==> src/mbn_pkg.sv <==
`timescale 1ns / 1ps
`default_nettype none

package mbn_pkg;

  localparam int TAG_W      = 12;
  localparam int COORD_W    = 32;
  localparam int NORM_W     = 32;
  localparam int ITER_W     = 8;
  localparam int CFG_W      = 32;
  localparam int CFG_IDX_W  = 1;

  localparam int FRAC_BITS_DEF = 28;
  localparam int FRAC_MIN      = 16;
  localparam int OUT_FRAC      = 27;

  // Working width of z and of operand magnitudes; the multiplier splits them in two digits.
  localparam int Z_W    = 64;
  localparam int DIG_W  = Z_W / 2;
  localparam int ACC_W  = 2 * Z_W;
  // A truncated product saturates at 2^60, so it needs 61 bits.
  localparam int CAP_LOG = 60;
  localparam int PROD_W  = CAP_LOG + 1;
  // Sum of two squares and its rescaled form.
  localparam int SUM_W   = PROD_W + 1;
  localparam int NORM_X_W = SUM_W + OUT_FRAC - FRAC_MIN;
  localparam int NSAT_W  = NORM_W + 1;

  localparam logic [CFG_IDX_W-1:0] REG_MAX_ITER   = 1'b0;
  localparam logic [CFG_IDX_W-1:0] REG_ESC_LIMIT  = 1'b1;

  localparam logic [ITER_W-1:0] MAX_ITER_RST   = 8'd50;
  localparam logic [NORM_W-1:0] ESC_LIMIT_RST  = 32'h1000_0000;

  typedef struct packed {
    logic [TAG_W-1:0]          pixel_x;
    logic [TAG_W-1:0]          pixel_y;
    logic signed [COORD_W-1:0] c_re;
    logic signed [COORD_W-1:0] c_im;
  } in_item_t;

  typedef struct packed {
    logic [TAG_W-1:0]  out_x;
    logic [TAG_W-1:0]  out_y;
    logic [NORM_W-1:0] final_norm;
  } out_item_t;

endpackage

`default_nettype wire

==> src/mbn_mul.sv <==
`timescale 1ns / 1ps
`default_nettype none

module mbn_mul #(
  parameter int FRAC_BITS = mbn_pkg::FRAC_BITS_DEF
) (
  input  wire logic                       clk,
  input  wire logic                       rst,
  input  wire logic                       start,
  input  wire logic [mbn_pkg::Z_W-1:0]    a,
  input  wire logic [mbn_pkg::Z_W-1:0]    b,
  output logic                            done,
  output logic [mbn_pkg::PROD_W-1:0]      res
);
  import mbn_pkg::*;

  localparam int LAST_STEP = 5;

  logic [Z_W-1:0]       a_q;
  logic [Z_W-1:0]       b_q;
  logic [2:0]           step;
  logic                 run;
  logic [2*DIG_W-1:0]   pp;
  logic [1:0]           pp_pos;
  logic [ACC_W-1:0]     acc;
  logic [DIG_W-1:0]     a_dig;
  logic [DIG_W-1:0]     b_dig;
  logic [ACC_W-1:0]     addend;
  logic                 sat;

  assign a_dig = step[1] ? a_q[Z_W-1:DIG_W] : a_q[DIG_W-1:0];
  assign b_dig = step[0] ? b_q[Z_W-1:DIG_W] : b_q[DIG_W-1:0];

  always_comb begin
    unique case (pp_pos)
      2'd0:    addend = {{(2*DIG_W){1'b0}}, pp};
      2'd1:    addend = {{DIG_W{1'b0}}, pp, {DIG_W{1'b0}}};
      default: addend = {pp, {(2*DIG_W){1'b0}}};
    endcase
  end

  // The shifted product exceeds 2^60 when any bit above it is set, or it is 2^60 plus a remainder.
  assign sat = (|acc[ACC_W-1:FRAC_BITS+CAP_LOG+1]) ||
               (acc[FRAC_BITS+CAP_LOG] && (|acc[FRAC_BITS+CAP_LOG-1:FRAC_BITS]));

  always_ff @(posedge clk) begin
    if (rst) begin
      run  <= 1'b0;
      done <= 1'b0;
      step <= '0;
    end else begin
      done <= 1'b0;
      if (start) begin
        run  <= 1'b1;
        step <= '0;
        acc  <= '0;
        a_q  <= a;
        b_q  <= b;
      end else if (run) begin
        if (step < 3'd4) begin
          pp     <= a_dig * b_dig;
          pp_pos <= {1'b0, step[1]} + {1'b0, step[0]};
        end
        if (step >= 3'd1 && step <= 3'd4) begin
          acc <= acc + addend;
        end
        if (step == 3'(LAST_STEP)) begin
          res  <= sat ? {1'b1, {CAP_LOG{1'b0}}} : acc[FRAC_BITS+CAP_LOG:FRAC_BITS];
          done <= 1'b1;
          run  <= 1'b0;
        end
        step <= step + 3'd1;
      end
    end
  end

`ifndef ASSERT_OFF
  a_done_after_run: assert property (@(posedge clk) disable iff (rst)
    done |-> $past(run))
    else $error("multiplier finished without running");
  a_no_restart: assert property (@(posedge clk) disable iff (rst)
    (run && step <= 3'(LAST_STEP)) |-> !start)
    else $error("multiplier started while busy");
  a_done_pulse: assert property (@(posedge clk) disable iff (rst)
    done |=> !done)
    else $error("multiplier done held longer than one cycle");
`endif

endmodule

`default_nettype wire

==> src/mandelbrot_escape_norm.sv <==
`timescale 1ns / 1ps
`default_nettype none

// Mandelbrot escape-time unit: each input transfer carries a pixel tag pair and a point c in
// signed Q4.28; z starts at c and z = z*z + c runs at least once, stopping when the count
// reaches max_iterations or the squared magnitude (Q5.27) exceeds escape_limit, and one result
// transfer returns the tags and the final squared magnitude, saturated at all ones. All
// products go through a single 32x32 multiplier, four partial products per full product; each
// product is started in a go state and its result is taken in the matching wait state. One
// iteration needs three products plus a check state and an update state, and the squares of
// the last z are formed once more for the final check. Once the result is loaded into the
// output register the unit returns to idle, where the next input transfer is accepted.
// Only one item is in flight at a time; a finished result waits in the output register while
// the next item is accepted.
module mandelbrot_escape_norm #(
  parameter int FRAC_BITS = mbn_pkg::FRAC_BITS_DEF
) (
  input  wire logic                          clk,
  input  wire logic                          rst,
  input  wire logic                          in_valid,
  output logic                               in_ready,
  input  wire mbn_pkg::in_item_t             in_data,
  output logic                               out_valid,
  input  wire logic                          out_ready,
  output mbn_pkg::out_item_t                 out_data,
  input  wire logic                          cfg_we,
  input  wire logic [mbn_pkg::CFG_IDX_W-1:0] cfg_index,
  input  wire logic [mbn_pkg::CFG_W-1:0]     cfg_data
);
  import mbn_pkg::*;

  localparam int NSH_L = (FRAC_BITS < OUT_FRAC) ? OUT_FRAC - FRAC_BITS : 0;
  localparam int NSH_R = (FRAC_BITS >= OUT_FRAC) ? FRAC_BITS - OUT_FRAC : 0;

  typedef enum logic [3:0] {
    S_IDLE,
    S_XX_GO,
    S_XX_WAIT,
    S_YY_GO,
    S_YY_WAIT,
    S_CHK,
    S_XY_GO,
    S_XY_WAIT,
    S_UPD,
    S_OUT
  } state_t;

  state_t                state;
  logic [ITER_W-1:0]     max_iter;
  logic [NORM_W-1:0]     esc_limit;
  logic [TAG_W-1:0]      tag_x;
  logic [TAG_W-1:0]      tag_y;
  logic signed [Z_W-1:0] cr;
  logic signed [Z_W-1:0] ci;
  logic signed [Z_W-1:0] zr;
  logic signed [Z_W-1:0] zi;
  logic [ITER_W-1:0]     count;
  logic [PROD_W-1:0]     xx;
  logic [PROD_W-1:0]     yy;
  logic [PROD_W-1:0]     xy;
  logic                  xy_neg;
  logic [NSAT_W-1:0]     norm;

  logic [Z_W-1:0]        mag_r;
  logic [Z_W-1:0]        mag_i;
  logic [Z_W-1:0]        mul_a;
  logic [Z_W-1:0]        mul_b;
  logic                  mul_start;
  logic                  mul_done;
  logic [PROD_W-1:0]     mul_res;

  logic [SUM_W-1:0]      sq_sum;
  logic [NORM_X_W-1:0]   norm_x;
  logic [NSAT_W-1:0]     norm_next;
  logic                  stop;
  logic signed [Z_W-1:0] xy2;
  logic signed [Z_W-1:0] zr_next;
  logic signed [Z_W-1:0] zi_next;

  always_ff @(posedge clk) begin
    if (rst) begin
      max_iter  <= MAX_ITER_RST;
      esc_limit <= ESC_LIMIT_RST;
    end else if (cfg_we) begin
      unique case (cfg_index)
        REG_MAX_ITER:  max_iter  <= cfg_data[ITER_W-1:0];
        REG_ESC_LIMIT: esc_limit <= cfg_data[NORM_W-1:0];
      endcase
    end
  end

  assign mag_r = zr[Z_W-1] ? Z_W'(-zr) : Z_W'(zr);
  assign mag_i = zi[Z_W-1] ? Z_W'(-zi) : Z_W'(zi);

  always_comb begin
    unique case (state)
      S_XX_GO: begin
        mul_a = mag_r;
        mul_b = mag_r;
      end
      S_YY_GO: begin
        mul_a = mag_i;
        mul_b = mag_i;
      end
      default: begin
        mul_a = mag_r;
        mul_b = mag_i;
      end
    endcase
  end

  assign mul_start = (state == S_XX_GO) || (state == S_YY_GO) || (state == S_XY_GO);

  mbn_mul #(
    .FRAC_BITS (FRAC_BITS)
  ) u_mul (
    .clk   (clk),
    .rst   (rst),
    .start (mul_start),
    .a     (mul_a),
    .b     (mul_b),
    .done  (mul_done),
    .res   (mul_res)
  );

  // The squares of the current z also give its squared magnitude.
  assign sq_sum    = {1'b0, xx} + {1'b0, yy};
  assign norm_x    = (NORM_X_W'(sq_sum) << NSH_L) >> NSH_R;
  assign norm_next = (norm_x > NORM_X_W'({1'b1, {NORM_W{1'b0}}})) ?
                     {1'b1, {NORM_W{1'b0}}} : norm_x[NSAT_W-1:0];
  assign stop      = (count != '0) &&
                     ((count >= max_iter) || (norm_next > {1'b0, esc_limit}));

  assign xy2     = $signed({2'b00, xy, 1'b0});
  assign zr_next = $signed({3'b000, xx}) - $signed({3'b000, yy}) + cr;
  assign zi_next = (xy_neg ? -xy2 : xy2) + ci;

  assign in_ready = (state == S_IDLE);

  always_ff @(posedge clk) begin
    if (rst) begin
      state     <= S_IDLE;
      out_valid <= 1'b0;
    end else begin
      out_valid <= (state == S_OUT) || (out_valid && !out_ready);
      unique case (state)
        S_IDLE: begin
          if (in_valid) begin
            tag_x <= in_data.pixel_x;
            tag_y <= in_data.pixel_y;
            cr    <= Z_W'(in_data.c_re);
            ci    <= Z_W'(in_data.c_im);
            zr    <= Z_W'(in_data.c_re);
            zi    <= Z_W'(in_data.c_im);
            count <= '0;
            state <= S_XX_GO;
          end
        end
        S_XX_GO: state <= S_XX_WAIT;
        S_XX_WAIT: begin
          if (mul_done) begin
            xx    <= mul_res;
            state <= S_YY_GO;
          end
        end
        S_YY_GO: state <= S_YY_WAIT;
        S_YY_WAIT: begin
          if (mul_done) begin
            yy    <= mul_res;
            state <= S_CHK;
          end
        end
        S_CHK: begin
          norm  <= norm_next;
          state <= stop ? S_OUT : S_XY_GO;
        end
        S_XY_GO: begin
          xy_neg <= zr[Z_W-1] ^ zi[Z_W-1];
          state  <= S_XY_WAIT;
        end
        S_XY_WAIT: begin
          if (mul_done) begin
            xy    <= mul_res;
            state <= S_UPD;
          end
        end
        S_UPD: begin
          zr    <= zr_next;
          zi    <= zi_next;
          count <= count + ITER_W'(1);
          state <= S_XX_GO;
        end
        S_OUT: begin
          if (!out_valid || out_ready) begin
            out_data.out_x      <= tag_x;
            out_data.out_y      <= tag_y;
            out_data.final_norm <= norm[NORM_W] ? {NORM_W{1'b1}} : norm[NORM_W-1:0];
            state               <= S_IDLE;
          end
        end
        default: state <= S_IDLE;
      endcase
    end
  end

`ifndef ASSERT_OFF
  a_accept_starts: assert property (@(posedge clk) disable iff (rst)
    (in_valid && in_ready) |=> (state == S_XX_GO))
    else $error("accepted item did not start the first square");
  a_done_in_wait: assert property (@(posedge clk) disable iff (rst)
    mul_done |-> (state == S_XX_WAIT || state == S_YY_WAIT || state == S_XY_WAIT))
    else $error("multiplier result arrived outside a wait state");
  a_count_bound: assert property (@(posedge clk) disable iff (rst)
    (state == S_UPD) |-> (count == '0 || count < max_iter))
    else $error("iteration continued past the limit");
  a_out_from_chk: assert property (@(posedge clk) disable iff (rst)
    $rose(state == S_OUT) |-> $past(state == S_CHK))
    else $error("result stage entered without a stop check");
`endif

endmodule

`default_nettype wire

==> config.mk <==
export PLATFORM = sky130hd
export DESIGN_NAME = mandelbrot_escape_norm
export DESIGN_NICKNAME = d
export VERILOG_FILES = /design/src/mbn_pkg.sv /design/src/mbn_mul.sv /design/src/mandelbrot_escape_norm.sv
export SDC_FILE = /design/constraint.sdc
export NUM_CORES = 2
export LEC_CHECK = 0
export BUFFER_PORTS_ARGS = -buffer_cell sky130_fd_sc_hd__buf_2
export CELL_PAD_IN_SITES_DETAIL_PLACEMENT = 0
export CELL_PAD_IN_SITES_GLOBAL_PLACEMENT = 1
export CORE_MARGIN = 1.5
export CORE_UTILIZATION = 45
export CTS_BUF_LIST = sky130_fd_sc_hd__clkbuf_4 sky130_fd_sc_hd__clkbuf_8 sky130_fd_sc_hd__clkbuf_16
export CTS_CLUSTER_DIAMETER = 200
export DETAILED_ROUTE_END_ITERATION = 12
export PLACE_DENSITY_LB_ADDON = 0.1
export SYNTH_ARGS = -nofsm -noshare
export SYNTH_HDL_FRONTEND = slang
export SYNTH_SLANG_ARGS = --single-unit
export TNS_END_PERCENT = 50
==> constraint.sdc <==
create_clock -name clk -period 32.7 [get_ports clk]
set_clock_uncertainty 0.1 [all_clocks]
set_input_delay 6.54 -clock clk [delete_from_list [all_inputs] [get_ports clk]]
set_output_delay 6.54 -clock clk [all_outputs]
set_load 0.01 [all_outputs]
### After elaboration in Yosys (flattened, before gate mapping)

Cells that the tools add are included.
Widths: inputs -> output; s select.

| word-level totals | value |
|---|---|
| logic and storage cells | 132 |
| output and inout bits | 58 |
| input port bits | 126 |
| register bits | 930 |

| cells by class | value |
|---|---|
| mux-type cells | 28 |
| order comparisons | 6 |
| equal/unequal tests | 16 |
| reductions and logical operators | 37 |
| add/subtract/negate cells | 11 |
| bitwise operators | 5 |
| multipliers | 1 |

Operators by type and width:

| operator | count |
|---|---|
| $mux 64 | 7 |
| $mux 128 | 2 |
| $pmux 128 s2 | 1 |
| $pmux 64 s2 | 2 |
| $add 128x128->128 | 1 |
| $neg 64->64 | 2 |
| $add 64x32->64 | 1 |
| $mul 32x32->64 | 1 |
| $mux 32 | 2 |
| $neg 62->64 | 1 |
| $add 62x32->63 | 1 |
| $add 61x61->62 | 1 |
| $sub 61x61->62 | 1 |
| $gt 61x33->1 const B | 1 |
| $reduce_or 60->1 | 1 |
| $pmux 4 s10 | 1 |
| $reduce_or 39->1 | 1 |
| $gt 33x32->1 | 1 |
| $mux 33 | 1 |
| $mux 4 | 6 |
| $reduce_and 3->1 | 7 |
| $eq 4x3->1 const B | 4 |
| $pmux 8 s2 | 1 |
| $reduce_and 2->1 | 5 |
| 29 further kinds | 52 |

### Logic depth before layout (Yosys ltp)

| depth | value |
|---|---|
| depth in word-level cells | 8 |
| mapped depth | 37 |
| mapped depth without buffers | 33 |

### Hierarchy

From an unflattened synthesis, not the netlist that was laid out.

| unflattened totals | value |
|---|---|
| cell total of the unflattened synthesis | 10187 |
| area, all modules | 95495.3 sq um |

By module, submodules not included:

| module | seq. area each (sq um) | instances | cells each | area each (sq um) |
|---|---|---|---|---|
| mbn_mul | 11601.1 | 1 | 6126 | 56584.3 |
| mandelbrot_escape_norm | 15795.1 | 1 | 4061 | 38911.1 |

### Least setup slack after synthesis

OpenSTA, ideal clock, no wires.

| path | value |
|---|---|
| kind | input port to flip-flop |
| start | input port rst |
| end | register count[0] (enable) |
| arrival | 16750 ps |
| path buffers | 0 |
| stages on the path | 2 |
| path slack | 15192 ps |
| cells stage by stage | nor3b_1 -> o21bai_1 |

| between the ends | value |
|---|---|
| longest elaborated chain between the ends | 2 |

Ends and longest elaborated chain:

| what | line | text |
|---|---|---|
| start, declared | mandelbrot_escape_norm.sv:19 | `input wire logic rst,` |
| $not 1->1 (no line) | n/a |  |
| $reduce_and 3->1 (no line) | n/a |  |
| end signal, assigned | mandelbrot_escape_norm.sv:190 | `count <= count + ITER_W'(1);` |
| end, declared | mandelbrot_escape_norm.sv:57 | `logic [ITER_W-1:0] count;` |

No other way between the ends.
A chain may end at the register's enable or synchronous reset.

### Final worst setup path

| path | value |
|---|---|
| start | register u_mul.step[1] |
| end | register u_mul.pp[60], data pin |

| between the ends | value |
|---|---|
| longest elaborated chain between the ends | 2 |

Ends and longest elaborated chain:

| what | line | text |
|---|---|---|
| start, declared | mbn_mul.sv:21 | `logic [2:0] step;` |
| start signal, assigned | mbn_mul.sv:72 | `step <= step + 3'd1;` |
| $mux 32 | mbn_mul.sv:31 | `assign a_dig = step[1] ? a_q[Z_W-1:DIG_W] : a_q[DIG_W-1:0];` |
| $mul 32x32->64 | mbn_mul.sv:61 | `pp <= a_dig * b_dig;` |
| end signal, assigned | mbn_mul.sv:61 |  |
| end, declared | mbn_mul.sv:23 | `logic [2*DIG_W-1:0] pp;` |

No other way between the ends.

==> impl_metrics.toml <==
[outcome]
status = "finished, final reports clean"

[global_routing]
grt_pass1_vias = 71676
use_met3_pct = 5.64
grt_pass1_wl_um = 475000
grt_use_met2_pct = 46.0
grt_usage_pct = 30.5
grt_max_degree = 84
use_met1_pct = 45.3
grt_overflow = 0
grt-busiest-layer = "met2"
antenna_found_initial = 27

[clock_network]
cts_tree = "built"
cts_resized = 0
clkSinkCount = 929
post-cts-setup-buffers = 0
cts_hold_buf = 0
cts-root-buf = "clkbuf_16"
clk_latency_ns = 0.79
clk_pin_slew_ns = 0.06
clockBufferDepth = 3
numCtsBuffers = 111
htreeDepth = 3

[floorplan]
num_io_pins = 184
die_w_um = 456
start_util_pct = 45.2
rows = 166
die_height_um = 456
dieArea_um2 = 208000
core_um2 = 204000

[worst_setup_path]
arrival_ns = 11.70
path_class = "register to register"
cp_max_fo = 40
critical-path-slowest-cell = "mux2_2"
cpMostUsedCell = "fa_1"
critPathLaunchType = "register"
crit_buf_inv = 6
cp_top_family = "adder cells"
slowest_delay_ns = 0.83
cp-end-kind = "register"
worstPathRequired_ns = 33.11

[synth]
async_flop_share_pct = 0
synth.cell_area_um2 = 92400
synth_edf_count = 879
synth-main-ff-cell = "edfxtp_1"
synthCells = 9687
ys_seq_area_share_pct = 29.6
synth_fp_nets = 11398
synth_warnings = 0
yosys_register_bits = 929
yosysUniqueCellTypes = 85
synth.avg_cell_area_um2 = 9.54

[placed_design]
placed_cell_area_um2 = 96100
place_congestion = 0.981
port_buffers = 183
hpwl_um = 253000
placed_cells = 12243

[final_layout]
stdcell_count = 12455
final_nets = 11379
drive_above_1_share_pct = 6.73
finalInstanceArea_um2 = 99900
synthToLayoutAreaGrowth_pct = 8.11

[min_path]
hold_path.class = "register to register"

[flow_run]
maxCapViolations = 0

[sta]
rsz0062_at_grt = "false"
period_share_pct = 34.5
finalCriticalPeriod_ns = 11.29
slew_violations = 0
finalSetupViolCount = 0
worst_slew_pin_slew_ns = 1.27
hold_viol = 0
slew_headroom_pct = 14.6
fmax_mhz = 88.6
setup_tns_ns = 0

[route]
via_per_inst = 5.78
wl_um = 319000
drc = 0
dr.pass1.iters = 5
wl_per_cell_um = 25.6
vias = 72026
ant_nets = 0
drt_iter0_drc = 6628
[layer usage]
layer | vias to the layer above | share of wire (%)
met1 | 36277 | 46
met3 | 381 | 7.9
met4 | 6 | 2.6
li1 | 32730 | -
met5 | - | 0.015
met2 | 2632 | 44
[Yosys cell counts, types with 36 or more instances]
library cell  count  area [um2]
a211oi_1         45         338
xor2_1          240        2100
o21bai_1        100         751
a21o_1          179        1340
nand4_1          97         607
buf_1            36         135
or3_1            57         357
mux2i_1         215        2150
nand2b_1         84         526
dfxtp_1          50        1000
nor3_1           90         450
or4_1            38         285
nor4_1           84         526
o21ai_0         435        2180
clkbuf_1        387        1450
edfxtp_1        879       26400
or2_2            58         363
mux2_2           62         698
nand3_1          92         460
and3_1          103         644
ha_1            684        8560
o31ai_1         100         751
nor2b_1          66         413
xnor2_1         339        2970
o21a_1           49         368
fa_1            901       18000
nor2_1          699        2620
a31oi_1          46         288
a21oi_1         579        2900
inv_1          1197        4490
nand2_1        1256        4710
and2_1          132         826
[final timing paths]
| path | startpoint | to | slack, ns | cells past startpoint |
|---|---|---|---|---|
| max reg2reg | u_mul.step[1] | u_mul.pp[60] | 21.41 | 32 |
| max | u_mul.step[1] | u_mul.pp[60] | 21.41 | 32 |
| min reg2reg | tag_y[0] | out_data[32] | 0.31 | 0 |
| min | tag_y[0] | out_data[32] | 0.31 | 0 |
[worst reg2reg max path: cells and delay by family, from the launching register on]
kind / cells / cell delay (ns)
flip-flops: 1 / 0.60
adder cells (fa/ha/maj): 9 / 4.54
XOR/XNOR: 1 / 0.15
buffers and inverters: 6 / 0.87
AND/OR/NAND/NOR: 2 / 0.59
multiplexers: 1 / 0.85
AO/OA/AOI/OAI: 13 / 3.35
[per-stage QoR]
step | worst slack (ns) | hold slack, ns | utilization, %
6_report | 21.41 | 0.313 | 48.9
2_1_floorplan | 15.19 | 0.300 | -
4_1_cts | 21.48 | 0.315 | 48.9
3_5_place_dp | 21.52 | 0.305 | 47.0
5_1_grt | 20.85 | 0.323 | 48.9
3_3_place_gp | 21.56 | 0.300 | 47.0
[cell type report]
type                       count  area [um2]
fill                       19442      104000
multi-input combinational   7136       59100
sequential                   929       27400
inverter                    1198        4500
tap                         2688        3360
clock buffer                 134        2970
timing repair buffer         292        1750
clock inverter                75         787
antenna                        3        7.51
[flip-flops by register name, summed over array words and instances, names as in the netlist, 33 cells and up]
signal     count
xy            61
u_mul.res     61
norm          33
zr            63
zi            64
u_mul.acc    128
yy            61
u_mul.a_q     64
u_mul.pp      64
out_data      56
xx            61
u_mul.b_q     64
[layout by cell type (no fill, tap or decap), types with 48 or more instances in the layout]
cell and n:
a21o_1 179, a21oi_1 579, and2_1 132, and3_1 103, buf_2 183, buf_4 106, clkbuf_16 112, dfxtp_1 48
edfxtp_1 879, fa_1 901, ha_1 684, inv_1 1197, mux2_2 62, mux2i_1 202, nand2_1 1256, nand2b_1 84
nand3_1 92, nand4_1 97, nor2_1 693, nor2b_1 65, nor3_1 87, nor4_1 82, o21a_1 49, o21ai_0 435
o21bai_1 99, o31ai_1 100, or2_2 57, or3_1 57, xnor2_1 339, xor2_1 240
[cell families (layout without fill, tap and decap cells)]
| kind of cell | Yosys count | count (layout) | share of synthesized area [%] |
|---|---|---|---|
| mux | 277 | 277 | 3.08 |
| buf+inv | 1622 | 1699 | 6.59 |
| flops | 929 | 929 | 29.6 |
| fa+ha+maj | 1585 | 1585 | 28.8 |
| xor+xnor | 579 | 579 | 5.49 |
| simple gates | 2910 | 2910 | 14.4 |
| other cells | 0 | 3 | 0 |
| compound gates | 1785 | 1785 | 12.0 |
Power is left out: the tool's default activity adds up to more than one toggle a clock period on the data nets, which glitch-free logic cannot reach.
